===== config.mk =====
export PLATFORM = sky130hd
export DESIGN_NAME = encoder_speed_meter
export DESIGN_NICKNAME = d
export VERILOG_FILES = /design/src/hw/rtl/esm_pkg.sv /design/src/hw/rtl/encoder_speed_meter.sv /design/src/hw/rtl/esm_front.sv /design/src/hw/rtl/esm_queue.sv /design/src/hw/rtl/esm_back.sv
export SDC_FILE = /design/constraint.sdc
export NUM_CORES = 2
export LEC_CHECK = 0
export ABC_AREA = 1
export BUFFER_PORTS_ARGS = -buffer_cell sky130_fd_sc_hd__buf_2
export CORE_UTILIZATION = 50
export CTS_CLUSTER_SIZE = 24
export DETAILED_ROUTE_END_ITERATION = 8
export GPL_TIMING_DRIVEN = 1
export PLACE_DENSITY = 0.69
export SLEW_MARGIN = 40
export SYNTH_ARGS = -nofsm -noshare
export SYNTH_HDL_FRONTEND = slang
export SYNTH_SLANG_ARGS = --single-unit

===== constraint.sdc =====
create_clock -name i_clk -period 9.4 [get_ports i_clk]
set_clock_uncertainty 0.1 [all_clocks]
set_input_delay 0.94 -clock i_clk [delete_from_list [all_inputs] [get_ports i_clk]]
set_output_delay 0.94 -clock i_clk [all_outputs]
set_load 0.005 [all_outputs]

===== src/hw/rtl/esm_pkg.sv =====
// esm_pkg: shared types and constants of the encoder speed meter
// used by esm_front, esm_queue, esm_back and encoder_speed_meter; no dependencies
`timescale 1ns / 1ps

package esm_pkg;

    localparam int CPR_W    = 16;
    localparam int LIMIT_W  = 20;
    localparam int DATA_W   = 32;
    localparam int SCALE_W  = 30;
    localparam int NUM_W    = 61;
    localparam int DEN_W    = CPR_W + DATA_W;
    localparam int ADDR_W   = 4;
    localparam int STEP_W   = 6;

    // 60 s/min * 1e6 us/s * 16
    localparam logic [SCALE_W-1:0] SPEED_SCALE = 30'd960000000;

    localparam logic [CPR_W-1:0]   CPR_RESET   = 16'd1024;
    localparam logic [LIMIT_W-1:0] LIMIT_RESET = 20'd3200;

    localparam logic [1:0] OP_EDGE   = 2'd0;
    localparam logic [1:0] OP_INDEX  = 2'd1;
    localparam logic [1:0] OP_SAMPLE = 2'd2;

    localparam logic [1:0] REG_CPR    = 2'd0;
    localparam logic [1:0] REG_LIMIT  = 2'd1;
    localparam logic [1:0] REG_INVERT = 2'd2;

    typedef struct packed {
        logic              neg;
        logic [DATA_W-1:0] mag;
        logic [DATA_W-1:0] dt;
        logic [DATA_W-1:0] pos;
    } t_entry;

    typedef enum logic [4:0] {
        S_IDLE = 5'b00001,
        S_MUL  = 5'b00010,
        S_DIV  = 5'b00100,
        S_SAT  = 5'b01000,
        S_FIN  = 5'b10000
    } t_back_state;

endpackage


===== src/hw/rtl/encoder_speed_meter.sv =====
// encoder_speed_meter: top level with configuration registers, front, queue and back
// depends on esm_pkg, esm_front, esm_queue and esm_back
`timescale 1ns / 1ps

// edge and index transfers are taken one per cycle while the input is not stalled
// and update the position count at once; they return no result. a sample transfer
// returns one result after a multiply step, the one-bit-per-cycle divider,
// saturation and spike check; samples are computed one at a time, the next only
// once the last result is registered. up to QUEUE_DEPTH samples may wait behind the
// divider before the input stalls. registers at byte addresses 0 counts_per_rev,
// 4 spike_limit, 8 dir_invert; write only while no sample is in flight

module encoder_speed_meter #(
    parameter int QUEUE_DEPTH = 2
) (
    input  logic                         i_clk,
    input  logic                         i_rst_n,
    input  logic                         psel,
    input  logic                         penable,
    input  logic                         pwrite,
    input  logic [esm_pkg::ADDR_W-1:0]   paddr,
    input  logic [31:0]                  pwdata,
    output logic [31:0]                  prdata,
    output logic                         pready,
    input  logic                         i_in_valid,
    output logic                         o_in_stall,
    input  logic [1:0]                   i_opcode,
    input  logic                         i_dir_level,
    input  logic [esm_pkg::DATA_W-1:0]   i_now_us,
    output logic                         o_out_valid,
    input  logic                         i_out_stall,
    output logic signed [esm_pkg::DATA_W-1:0] o_speed_rpm_q4,
    output logic signed [esm_pkg::DATA_W-1:0] o_position_count,
    output logic                         o_spike_rejected
);

    logic [esm_pkg::CPR_W-1:0]   r_cpr;
    logic [esm_pkg::LIMIT_W-1:0] r_limit;
    logic                        r_invert;
    logic [1:0]                  w_reg_idx;
    logic                        w_wr;

    logic                        w_push;
    logic                        w_pop;
    logic                        w_full;
    logic                        w_empty;
    esm_pkg::t_entry             w_front_entry;
    esm_pkg::t_entry             w_head_entry;
    logic [esm_pkg::DATA_W-1:0]  w_speed;
    logic [esm_pkg::DATA_W-1:0]  w_pos;

    assign pready    = 1'b1;
    assign w_reg_idx = paddr[3:2];
    assign w_wr      = psel && penable && pwrite;

    always_ff @(posedge i_clk) begin
        if (!i_rst_n) begin
            r_cpr    <= esm_pkg::CPR_RESET;
            r_limit  <= esm_pkg::LIMIT_RESET;
            r_invert <= 1'b0;
        end else if (w_wr) begin
            case (w_reg_idx)
                esm_pkg::REG_CPR:    r_cpr    <= pwdata[esm_pkg::CPR_W-1:0];
                esm_pkg::REG_LIMIT:  r_limit  <= pwdata[esm_pkg::LIMIT_W-1:0];
                esm_pkg::REG_INVERT: r_invert <= pwdata[0];
                default: begin
                    r_cpr <= r_cpr;
                end
            endcase
        end
    end

    always_comb begin
        case (w_reg_idx)
            esm_pkg::REG_CPR:    prdata = {16'd0, r_cpr};
            esm_pkg::REG_LIMIT:  prdata = {12'd0, r_limit};
            esm_pkg::REG_INVERT: prdata = {31'd0, r_invert};
            default:             prdata = '0;
        endcase
    end

    esm_front u_front (
        .i_clk        (i_clk),
        .i_rst_n      (i_rst_n),
        .i_in_valid   (i_in_valid),
        .o_in_stall   (o_in_stall),
        .i_opcode     (i_opcode),
        .i_dir_level  (i_dir_level),
        .i_now_us     (i_now_us),
        .i_dir_invert (r_invert),
        .i_queue_full (w_full),
        .o_push       (w_push),
        .o_entry      (w_front_entry)
    );

    esm_queue #(
        .DEPTH (QUEUE_DEPTH)
    ) u_queue (
        .i_clk   (i_clk),
        .i_rst_n (i_rst_n),
        .i_push  (w_push),
        .i_entry (w_front_entry),
        .i_pop   (w_pop),
        .o_entry (w_head_entry),
        .o_full  (w_full),
        .o_empty (w_empty)
    );

    esm_back u_back (
        .i_clk            (i_clk),
        .i_rst_n          (i_rst_n),
        .i_entry          (w_head_entry),
        .i_queue_empty    (w_empty),
        .o_pop            (w_pop),
        .i_counts_per_rev (r_cpr),
        .i_spike_limit    (r_limit),
        .o_out_valid      (o_out_valid),
        .i_out_stall      (i_out_stall),
        .o_speed_rpm_q4   (w_speed),
        .o_position_count (w_pos),
        .o_spike_rejected (o_spike_rejected)
    );

    assign o_speed_rpm_q4   = w_speed;
    assign o_position_count = w_pos;

endmodule


===== src/hw/rtl/esm_front.sv =====
// esm_front: takes input transfers, keeps the edge count and sample bookkeeping
// pushes one entry per speed sample into esm_queue; depends on esm_pkg
`timescale 1ns / 1ps

module esm_front (
    input  logic                       i_clk,
    input  logic                       i_rst_n,
    input  logic                       i_in_valid,
    output logic                       o_in_stall,
    input  logic [1:0]                 i_opcode,
    input  logic                       i_dir_level,
    input  logic [esm_pkg::DATA_W-1:0] i_now_us,
    input  logic                       i_dir_invert,
    input  logic                       i_queue_full,
    output logic                       o_push,
    output esm_pkg::t_entry            o_entry
);

    logic [esm_pkg::DATA_W-1:0] r_count;
    logic [esm_pkg::DATA_W-1:0] n_count;
    logic [esm_pkg::DATA_W-1:0] r_last_count;
    logic [esm_pkg::DATA_W-1:0] r_last_time;
    logic [esm_pkg::DATA_W-1:0] w_delta;
    logic                       w_accept;

    assign o_in_stall = i_queue_full;
    assign w_accept   = i_in_valid && !i_queue_full;
    assign w_delta    = r_count - r_last_count;

    always_comb begin
        n_count = r_count;
        if (w_accept) begin
            case (i_opcode)
                esm_pkg::OP_EDGE: begin
                    if (i_dir_level ^ i_dir_invert) begin
                        n_count = r_count - 32'd1;
                    end else begin
                        n_count = r_count + 32'd1;
                    end
                end
                esm_pkg::OP_INDEX: n_count = '0;
                default:           n_count = r_count;
            endcase
        end
    end

    assign o_push      = w_accept && (i_opcode == esm_pkg::OP_SAMPLE);
    assign o_entry.neg = w_delta[esm_pkg::DATA_W-1];
    assign o_entry.mag = w_delta[esm_pkg::DATA_W-1] ? (~w_delta + 32'd1) : w_delta;
    assign o_entry.dt  = i_now_us - r_last_time;
    assign o_entry.pos = r_count;

    always_ff @(posedge i_clk) begin
        if (!i_rst_n) begin
            r_count      <= '0;
            r_last_count <= '0;
            r_last_time  <= '0;
        end else begin
            r_count <= n_count;
            if (o_push) begin
                r_last_count <= r_count;
                r_last_time  <= i_now_us;
            end
        end
    end

endmodule


===== src/hw/rtl/esm_queue.sv =====
// esm_queue: short register queue of sample entries between front and back
// depends on esm_pkg for the entry type
`timescale 1ns / 1ps

module esm_queue #(
    parameter int DEPTH = 2
) (
    input  logic            i_clk,
    input  logic            i_rst_n,
    input  logic            i_push,
    input  esm_pkg::t_entry i_entry,
    input  logic            i_pop,
    output esm_pkg::t_entry o_entry,
    output logic            o_full,
    output logic            o_empty
);

    localparam int PTR_W = (DEPTH > 1) ? $clog2(DEPTH) : 1;
    localparam int CNT_W = $clog2(DEPTH + 1);
    localparam logic [PTR_W-1:0] LAST = PTR_W'(DEPTH - 1);
    localparam logic [CNT_W-1:0] FULL = CNT_W'(DEPTH);

    esm_pkg::t_entry  r_mem [DEPTH];
    logic [PTR_W-1:0] r_wr_ptr;
    logic [PTR_W-1:0] r_rd_ptr;
    logic [CNT_W-1:0] r_cnt;
    logic             w_push;
    logic             w_pop;

    assign o_full  = (r_cnt == FULL);
    assign o_empty = (r_cnt == '0);
    assign o_entry = r_mem[r_rd_ptr];
    assign w_push  = i_push && !o_full;
    assign w_pop   = i_pop && !o_empty;

    always_ff @(posedge i_clk) begin
        if (w_push) begin
            r_mem[r_wr_ptr] <= i_entry;
        end
    end

    always_ff @(posedge i_clk) begin
        if (!i_rst_n) begin
            r_wr_ptr <= '0;
            r_rd_ptr <= '0;
            r_cnt    <= '0;
        end else begin
            if (w_push) begin
                r_wr_ptr <= (r_wr_ptr == LAST) ? '0 : r_wr_ptr + 1'b1;
            end
            if (w_pop) begin
                r_rd_ptr <= (r_rd_ptr == LAST) ? '0 : r_rd_ptr + 1'b1;
            end
            if (w_push && !w_pop) begin
                r_cnt <= r_cnt + 1'b1;
            end else if (w_pop && !w_push) begin
                r_cnt <= r_cnt - 1'b1;
            end
        end
    end

endmodule


===== src/hw/rtl/esm_back.sv =====
// esm_back: speed computation per sample entry with a bit-serial divider,
// saturation, spike filter and output register; depends on esm_pkg
`timescale 1ns / 1ps

module esm_back (
    input  logic                        i_clk,
    input  logic                        i_rst_n,
    input  esm_pkg::t_entry             i_entry,
    input  logic                        i_queue_empty,
    output logic                        o_pop,
    input  logic [esm_pkg::CPR_W-1:0]   i_counts_per_rev,
    input  logic [esm_pkg::LIMIT_W-1:0] i_spike_limit,
    output logic                        o_out_valid,
    input  logic                        i_out_stall,
    output logic [esm_pkg::DATA_W-1:0]  o_speed_rpm_q4,
    output logic [esm_pkg::DATA_W-1:0]  o_position_count,
    output logic                        o_spike_rejected
);

    localparam logic [esm_pkg::STEP_W-1:0] LAST_STEP = esm_pkg::STEP_W'(esm_pkg::NUM_W - 1);
    localparam logic [esm_pkg::NUM_W-1:0]  POS_MAX   = 61'h7FFF_FFFF;
    localparam logic [esm_pkg::NUM_W-1:0]  NEG_MAX   = 61'h8000_0000;

    esm_pkg::t_back_state r_state;

    esm_pkg::t_entry              r_entry;
    logic [esm_pkg::NUM_W-1:0]    r_num;
    logic [esm_pkg::DEN_W-1:0]    r_den;
    logic [esm_pkg::DEN_W-1:0]    r_rem;
    logic [esm_pkg::NUM_W-1:0]    r_quo;
    logic [esm_pkg::STEP_W-1:0]   r_step;
    logic [esm_pkg::DATA_W-1:0]   r_speed;
    logic [esm_pkg::DATA_W-1:0]   r_last_good;
    logic                         r_out_valid;
    logic [esm_pkg::DATA_W-1:0]   r_out_speed;
    logic [esm_pkg::DATA_W-1:0]   r_out_pos;
    logic                         r_out_rej;

    logic [61:0]                  w_prod;
    logic [esm_pkg::DEN_W-1:0]    w_den;
    logic [esm_pkg::DEN_W:0]      w_rem_sh;
    logic [esm_pkg::DEN_W:0]      w_rem_sub;
    logic                         w_qbit;
    logic [esm_pkg::DATA_W:0]     w_diff;
    logic [esm_pkg::DATA_W:0]     w_abs;
    logic                         w_accept;
    logic                         w_out_free;

    assign w_prod    = {30'd0, r_entry.mag} * {32'd0, esm_pkg::SPEED_SCALE};
    assign w_den     = {32'd0, i_counts_per_rev} * {16'd0, r_entry.dt};
    assign w_rem_sh  = {r_rem, r_num[esm_pkg::NUM_W-1]};
    assign w_rem_sub = w_rem_sh - {1'b0, r_den};
    assign w_qbit    = !w_rem_sub[esm_pkg::DEN_W];

    assign w_diff   = {r_speed[esm_pkg::DATA_W-1], r_speed}
                    - {r_last_good[esm_pkg::DATA_W-1], r_last_good};
    assign w_abs    = w_diff[esm_pkg::DATA_W] ? (~w_diff + 33'd1) : w_diff;
    assign w_accept = (r_den != '0) && (w_abs <= {13'd0, i_spike_limit});

    assign w_out_free = !r_out_valid || !i_out_stall;
    assign o_pop      = (r_state == esm_pkg::S_IDLE) && !i_queue_empty;

    assign o_out_valid      = r_out_valid;
    assign o_speed_rpm_q4   = r_out_speed;
    assign o_position_count = r_out_pos;
    assign o_spike_rejected = r_out_rej;

    always_ff @(posedge i_clk) begin
        case (r_state)
            esm_pkg::S_IDLE: begin
                r_entry <= i_entry;
            end
            esm_pkg::S_MUL: begin
                r_num  <= w_prod[esm_pkg::NUM_W-1:0];
                r_den  <= w_den;
                r_rem  <= '0;
                r_quo  <= '0;
                r_step <= '0;
            end
            esm_pkg::S_DIV: begin
                r_num  <= {r_num[esm_pkg::NUM_W-2:0], 1'b0};
                r_rem  <= w_qbit ? w_rem_sub[esm_pkg::DEN_W-1:0]
                                 : w_rem_sh[esm_pkg::DEN_W-1:0];
                r_quo  <= {r_quo[esm_pkg::NUM_W-2:0], w_qbit};
                r_step <= r_step + 1'b1;
            end
            esm_pkg::S_SAT: begin
                if (r_entry.neg) begin
                    r_speed <= (r_quo > NEG_MAX) ? 32'h8000_0000
                                                 : (~r_quo[esm_pkg::DATA_W-1:0] + 32'd1);
                end else begin
                    r_speed <= (r_quo > POS_MAX) ? 32'h7FFF_FFFF
                                                 : r_quo[esm_pkg::DATA_W-1:0];
                end
            end
            default: begin
                r_speed <= r_speed;
            end
        endcase
        if ((r_state == esm_pkg::S_FIN) && w_out_free) begin
            r_out_speed <= w_accept ? r_speed : r_last_good;
            r_out_pos   <= r_entry.pos;
            r_out_rej   <= !w_accept;
        end
    end

    always_ff @(posedge i_clk) begin
        if (!i_rst_n) begin
            r_state     <= esm_pkg::S_IDLE;
            r_last_good <= '0;
            r_out_valid <= 1'b0;
        end else begin
            if ((r_state == esm_pkg::S_FIN) && w_out_free) begin
                r_out_valid <= 1'b1;
            end else if (r_out_valid && !i_out_stall) begin
                r_out_valid <= 1'b0;
            end
            case (r_state)
                esm_pkg::S_IDLE: begin
                    if (!i_queue_empty) begin
                        r_state <= esm_pkg::S_MUL;
                    end
                end
                esm_pkg::S_MUL: begin
                    r_state <= esm_pkg::S_DIV;
                end
                esm_pkg::S_DIV: begin
                    if (r_step == LAST_STEP) begin
                        r_state <= esm_pkg::S_SAT;
                    end
                end
                esm_pkg::S_SAT: begin
                    r_state <= esm_pkg::S_FIN;
                end
                esm_pkg::S_FIN: begin
                    if (w_out_free) begin
                        if (w_accept) begin
                            r_last_good <= r_speed;
                        end
                        r_state <= esm_pkg::S_IDLE;
                    end
                end
                default: begin
                    r_state <= esm_pkg::S_IDLE;
                end
            endcase
        end
    end

endmodule


; Word level (Yosys, flattened, before mapping)
; Memory sizes are Yosys's and may differ from the RTL's. A register that Yosys moved wholly into a read port is not among the register bits.
; Index checks and enable logic that the tools add are counted.
[op_classes]
add_sub_neg = 14
multipliers = 2
magnitude_cmp = 3
n_eq_ne = 14
muxes = 26
n_bitwise = 4
n_reduce_logical = 35
[ops]
columns = op, count
row1 = case mux 61 bit (2 select lines), 2
row2 = 2-to-1 mux 32 bit, 6
row3 = adder 32 x 1 -> 32 bit (second input constant), 3
row4 = case mux 48 bit (2 select lines), 1
row5 = inverter 32 bit, 2
row6 = case mux 32 bit (2 select lines), 1
row7 = subtractor 32 bit, 2
row8 = > comparator 61 x 31 -> 1 bit (second input constant), 1
row9 = > comparator 61 x 32 -> 1 bit (second input constant), 1
row10 = case mux 20 bit (3 select lines), 1
row11 = multiplier 32 x 18 -> 49 bit (second input constant), 1
row12 = subtractor 49 x 48 -> 49 bit, 1
row13 = multiplier 16 x 32 -> 48 bit, 1
row14 = 2-to-1 mux 48 bit, 1
row15 = nonzero test 48 bit, 1
row16 = adder 33 x 1 -> 33 bit (second input constant), 1
row17 = less-or-equal comparator 33 x 20 -> 1 bit, 1
row18 = 2-to-1 mux 33 bit, 1
row19 = inverter 33 bit, 1
row20 = subtractor 32 x 32 -> 33 bit, 1
row21 = subtractor 32 x 1 -> 32 bit (second input constant), 1
row22 = case mux 5 bit (5 select lines), 1
row23 = 2-to-1 mux 5 bit, 3
row24 = logical AND 1 bit, 12
row25 = other kinds (24), 51
[totals]
register_bits = 496
ram_bits = 194
inputBits = 78
out_inout_bits = 100
word_cells = 120
n_memories = 1
[mem_list]
columns = name, depth, width, rd, rd_ports_with_merged_regs, write_ports, line_no
row1 = u_queue.r_mem, 2, 97, 1, 1, 1, esm_queue.sv:23  ; esm_pkg::t_entry r_mem [DEPTH];

; Depth between registers and ports, before layout
[depth]
depth_word = 9
ltp_mapped = 37
depth_no_buf = 35

; Hierarchy
; A second synthesis with hierarchy kept.
[unflattened]
hier_cells = 8228
area_unflattened_um2 = 69258.9
[by_module_without_submodules]
columns = module, n_inst, cells_per_inst, area_each_um2, seq_area_each_um2
row1 = esm_back, 1, 5890, 49870.3, 12952.4
row2 = esm_front, 1, 1726, 10173.5, 1921.8
row3 = esm_queue, 1, 340, 7358.3, 5925.7
row4 = encoder_speed_meter, 1, 272, 1856.8, 740.7

; Least setup slack after synthesis
; No wires, ideal clock.
[synth_path]
path_type = register to register
from = reg u_back.r_state[2]
to = reg u_queue.r_cnt[1]
setup_time_ns = 0.122
arrival_ns = 9.829
t_required_ns = 9.178
setup_slack_ns = -0.651
stages_incl_launch_ff = 10
n_path_buf = 0
cell_sequence = dfxtp_1 -> nor2_1 -> nand2_1 -> nor3_1 -> o21ai_0 -> ha_1 -> a21oi_1 -> o21ai_0 -> o21ai_0 -> a21oi_1
[synth_between]
elab_chain_cells = 6
elab_cells_between_ends = 8
cone_classes = 1 x eq/ne / 1 x mux / 6 x reduce/logical
[synth_rtl]
columns = element, line_no
row1 = from (decl), esm_back.sv:24  ; esm_pkg::t_back_state r_state;
row2 = from (signal assigned), esm_back.sv:109  ; r_state <= esm_pkg::S_IDLE;
row3 = from (signal assigned), esm_back.sv:121  ; r_state <= esm_pkg::S_MUL;
row4 = from (signal assigned), esm_back.sv:125  ; r_state <= esm_pkg::S_DIV;
row5 = == test 5 x 1 -> 1 bit (*), esm_back.sv:61  ; assign o_pop = (r_state == esm_pkg::S_IDLE) && !i_queue_empty;
row6 = logical AND 1 bit (*), esm_back.sv:61
row7 = logical AND 1 bit (*), esm_queue.sv:34  ; assign w_pop = i_pop && !o_empty;
row8 = zero test 1 bit, esm_queue.sv:54  ; if (w_push && !w_pop) begin
row9 = logical AND 1 bit, esm_queue.sv:54
row10 = 2-to-1 mux 2 bit / nonzero test 2 bit (equally long branches), --
row11 = to (signal assigned), esm_queue.sv:55  ; r_cnt <= r_cnt + 1'b1;
row12 = to (signal assigned), esm_queue.sv:57  ; r_cnt <= r_cnt - 1'b1;
row13 = to (decl), esm_queue.sv:26  ; logic [CNT_W-1:0] r_cnt;
; Every way passes the cells marked *; elsewhere a longest branch is shown, timed or not.
; A chain may end at the register's enable or synchronous reset.

; Worst setup path in the final report
[layout_path]
from = reg r_cpr[2] (netlist bit)
to = reg u_back.r_den[44] (netlist bit) (data pin)
[layout_between]
elab_chain_cells = 1
[layout_rtl]
columns = element, line_no
row1 = from (decl), encoder_speed_meter.sv:37  ; logic [esm_pkg::CPR_W-1:0] r_cpr;
row2 = from (signal assigned), encoder_speed_meter.sv:58  ; r_cpr <= esm_pkg::CPR_RESET;
row3 = from (signal assigned), encoder_speed_meter.sv:63  ; esm_pkg::REG_CPR: r_cpr <= pwdata[esm_pkg::CPR_W-1:0];
row4 = from (signal assigned), encoder_speed_meter.sv:67  ; r_cpr <= r_cpr;
row5 = multiplier 16 x 32 -> 48 bit, esm_back.sv:50  ; assign w_den = {32'd0, i_counts_per_rev} * {16'd0, r_entry.dt};
row6 = net u_back.w_den (one bit), esm_back.sv:40  ; logic [esm_pkg::DEN_W-1:0] w_den;
row7 = to (signal assigned), esm_back.sv:75  ; r_den <= w_den;
row8 = to (decl), esm_back.sv:28  ; logic [esm_pkg::DEN_W-1:0] r_den;
; The timed path passes the listed nets, and every way through them passes these cells.

==> run summary <==
Outcome = completed
Setup crit end kind = flop
CTS Buffer Depth = 3
Worst r2r src = r_cpr[2]
Most common cell after layout, fill and taps aside = nand2_1
CTS resizes = 0
R2R cell count = 27
Num CTS Buffers = 85
Gr usage total = 25.2%
Metal3 WL = 13700 µm
Fin cells = 9878
Register area share after synthesis = 31.7%
Largest net degree at the start of global routing = 97
Gp weighted congestion = 0.927
Synth Area in Adders = 28.2%
First-pass GRT wire length = 275000 µm
Num ports = 178
Post-Syn Area per Cell = 8.47 µm²
Critical Path AT = 7.59 ns
Grt ovf = 0
Worst setup path end = u_back.r_den[44]
Hold buffer count at cts = 0
Core ar. = 134000 µm²
Post-Synth Simple-Gate Area = 17.5%
Worst Hold Depth = 0
Row count = 134
Synth Area in Compound Gates = 8.65%
FILL cells = 12200
Hpwl dp = 132000 µm
Share of cells above drive strength 1 = 5.99%
R2R Setup Slk = 2.21 ns
Max-slew violations = 0
Antenna violations before repair = 16
Mux share of post-synthesis cell area = 0%
CTS clk-pin slew, worst paths = 0.06 ns
Final Hold Vio Count = 0
Worst Setup SP = r_cpr[2]
Via/cell ratio = 5.28
CTS H-tree lvls = 3
Area Overhead vs Synth = 7.64%
Period utilization = 76.5%
Inst Count DP = 9712
Drt pass-1 iters = 8
Routed len/inst = 17.2 µm
Largest family of logic cells by synthesized area = adder cells
Mapped Cells = 8006
Ys flop type = edfxtp_1
Iter 0 DRT Violations = 3575
DR vias = 52200
WL final = 170000 µm
WL met2 = 78500 µm
Hold WC Path Type = flop to flop
DRC Markers = 0
Die Span X = 370 µm
Tightest Pin Transition = 0.925 ns
Clock Root Buffer = clkbuf_16
DIE AREA = 137000 µm²
WS Path Type = flop to flop
Post-route setup TNS = 0 ns
Clk Latency, worst-skew pair = 0.71 ns
Reg2reg end = u_back.r_den[44]
Routed length on met1 = 74600 µm
Crit path launch type = flop
CP Max Fanout = 21
Synth warn = 0
Register bit total from synthesis = 775
RSZ-0062 raised after global routing = no
Post-synth EDFFs = 600
Most frequent cells in the layout = nand2_1 (1885), inv_1 (1599), fa_1 (617), edfxtp_1 (600), ha_1 (542)
Initial core utilization = 50.6%
Clock Sinks = 775
Die Y = 370 µm
Post-CTS Setup Inserts = 0
Buffers on Ports = 150
Top sig layer = met5
Max Cap Viol = 0
Synth Cell Area = 67800 µm²
# nets final = 9273
Library cells used by synthesis = 60
Final ANT Viol Nets = 0
Worst slew margin = 38.3%
Tmin final = 7.19 ns
CTS tree = built
Vias in the first global route = 52400
# setup viols final = 0
Highest Clock Rate = 139 MHz
Synth Area in XOR/XNOR = 3.16%
Ys async rst share = 0%
CP Data Required Time = 9.80 ns
-- per-stage QoR --
| step | setup slack, ns | hold WS (ns) | util [%] | instance area [µm²] |
|---|---|---|---|---|
| final | 2.21 | 0.317 | 54.5 | 73000 |
| after global routing | 1.76 | 0.318 | 54.5 | 73000 |
| after CTS | 2.17 | 0.316 | 54.4 | 72900 |
| after detailed placement | 2.20 | 0.306 | 52.3 | 70100 |
| after global placement | 2.10 | 0.304 | 52.3 | 70000 |
| after floorplan | 2.89 | 0.300 | - | 67800 |
-- cell usage after synthesis (12+ instances only) --
| library cell | instances | area share [%] |
|---|---|---|
| nand2_1 | 1887 | 10 |
| inv_1 | 1606 | 8.9 |
| fa_1 | 617 | 18 |
| edfxtp_1 | 600 | 27 |
| ha_1 | 542 | 10 |
| a21oi_1 | 535 | 4.0 |
| nor2_1 | 464 | 2.6 |
| o21ai_0 | 347 | 2.6 |
| clkbuf_1 | 235 | 1.3 |
| nand3_1 | 217 | 1.6 |
| dfxtp_1 | 175 | 5.2 |
| xor2_1 | 159 | 2.1 |
| xnor2_1 | 84 | 1.1 |
| nand4_1 | 74 | 0.68 |
| a31oi_1 | 57 | 0.53 |
| nor3_1 | 50 | 0.37 |
| nand3_2 | 38 | 0.56 |
| nor4_1 | 26 | 0.24 |
| or2_2 | 25 | 0.23 |
| o211ai_1 | 20 | 0.22 |
| o21a_1 | 20 | 0.22 |
| nor2_2 | 18 | 0.17 |
| o221ai_1 | 18 | 0.23 |
| a21o_1 | 17 | 0.19 |
| buf_4 | 17 | 0.19 |
| nand2_2 | 16 | 0.15 |
| inv_2 | 15 | 0.083 |
| nand3b_1 | 13 | 0.14 |
| a21boi_0 | 12 | 0.13 |
-- how the worst min path moves through the flow --
stage,start,endpoint,slack [ns]
4_1_cts,u_back.r_entry[26],u_back.o_position_count[26],0.32
2_1_floorplan,u_back.r_entry[0],u_back.o_position_count[0],0.30
6_report,u_back.r_entry[26],u_back.o_position_count[26],0.32
3_5_place_dp,u_back.r_entry[17],u_back.o_position_count[17],0.31
3_3_place_gp,u_back.r_entry[14],u_back.o_position_count[14],0.30
5_1_grt,u_back.r_entry[26],u_back.o_position_count[26],0.32
-- worst max-delay path, cell delays in order, from the launching register on --
cell	delay, ns
dfxtp_1	0.63
buf_4	0.40
nand2_1	0.14
fa_1	0.53
inv_1	0.06
fa_1	0.53
inv_1	0.05
fa_1	0.49
inv_1	0.05
fa_1	0.51
fa_1	0.49
inv_1	0.05
fa_1	0.48
inv_1	0.07
ha_1	0.36
nand2_1	0.11
nor2_1	0.16
inv_1	0.05
nor2_1	0.10
nor2_1	0.05
o21ai_0	0.07
a21oi_1	0.09
o31ai_1	0.44
a31oi_1	0.24
o21bai_1	0.32
nand3_1	0.11
nand3_1	0.10
xor2_1	0.23
-- state kept, by name, summed over array words and instances (netlist names), 48 cells and up --
| register | count |
|---|---|
| u_back.r_den | 48 |
| u_back.r_entry | 97 |
| u_back.r_num | 49 |
| u_back.r_quo | 61 |
| u_back.r_rem | 48 |
| u_queue.r_mem | 194 |
-- cell families (layout without fill, tap and decap cells) --
group	count (synthesis)	after routing
AND/OR/NAND/NOR	2847	2847
buffers and inverters	1898	1989
adder cells (fa/ha/maj)	1159	1159
AO/OA/AOI/OAI	1081	1081
flip-flops	775	775
XOR/XNOR	244	244
other	2	15
-- metal layers --
layer | up-vias | track usage, %
li1 | 25300 | -
met1 | 25000 | 34.4
met2 | 1539 | 40.7
met3 | 258 | 5.41
met4 | 20 | 5.92
met5 | - | 0
-- cell type report --
class / instances / area [µm²] / share of cell area (%)
repair buffers: 205 / 1250 / 1.72
multi-input cells: 5344 / 39100 / 53.6
clock inverters: 48 / 430 / 0.590
flip-flops and latches: 775 / 21500 / 29.5
clock buffers: 111 / 2340 / 3.20
well taps: 1768 / 2210 / 3.03
diodes: 2 / 5.00 / 0.00686
inverters: 1625 / 6100 / 8.36
Power is left out: the tool's default activity adds up to more than one toggle a clock period on the data nets, which glitch-free logic cannot reach.
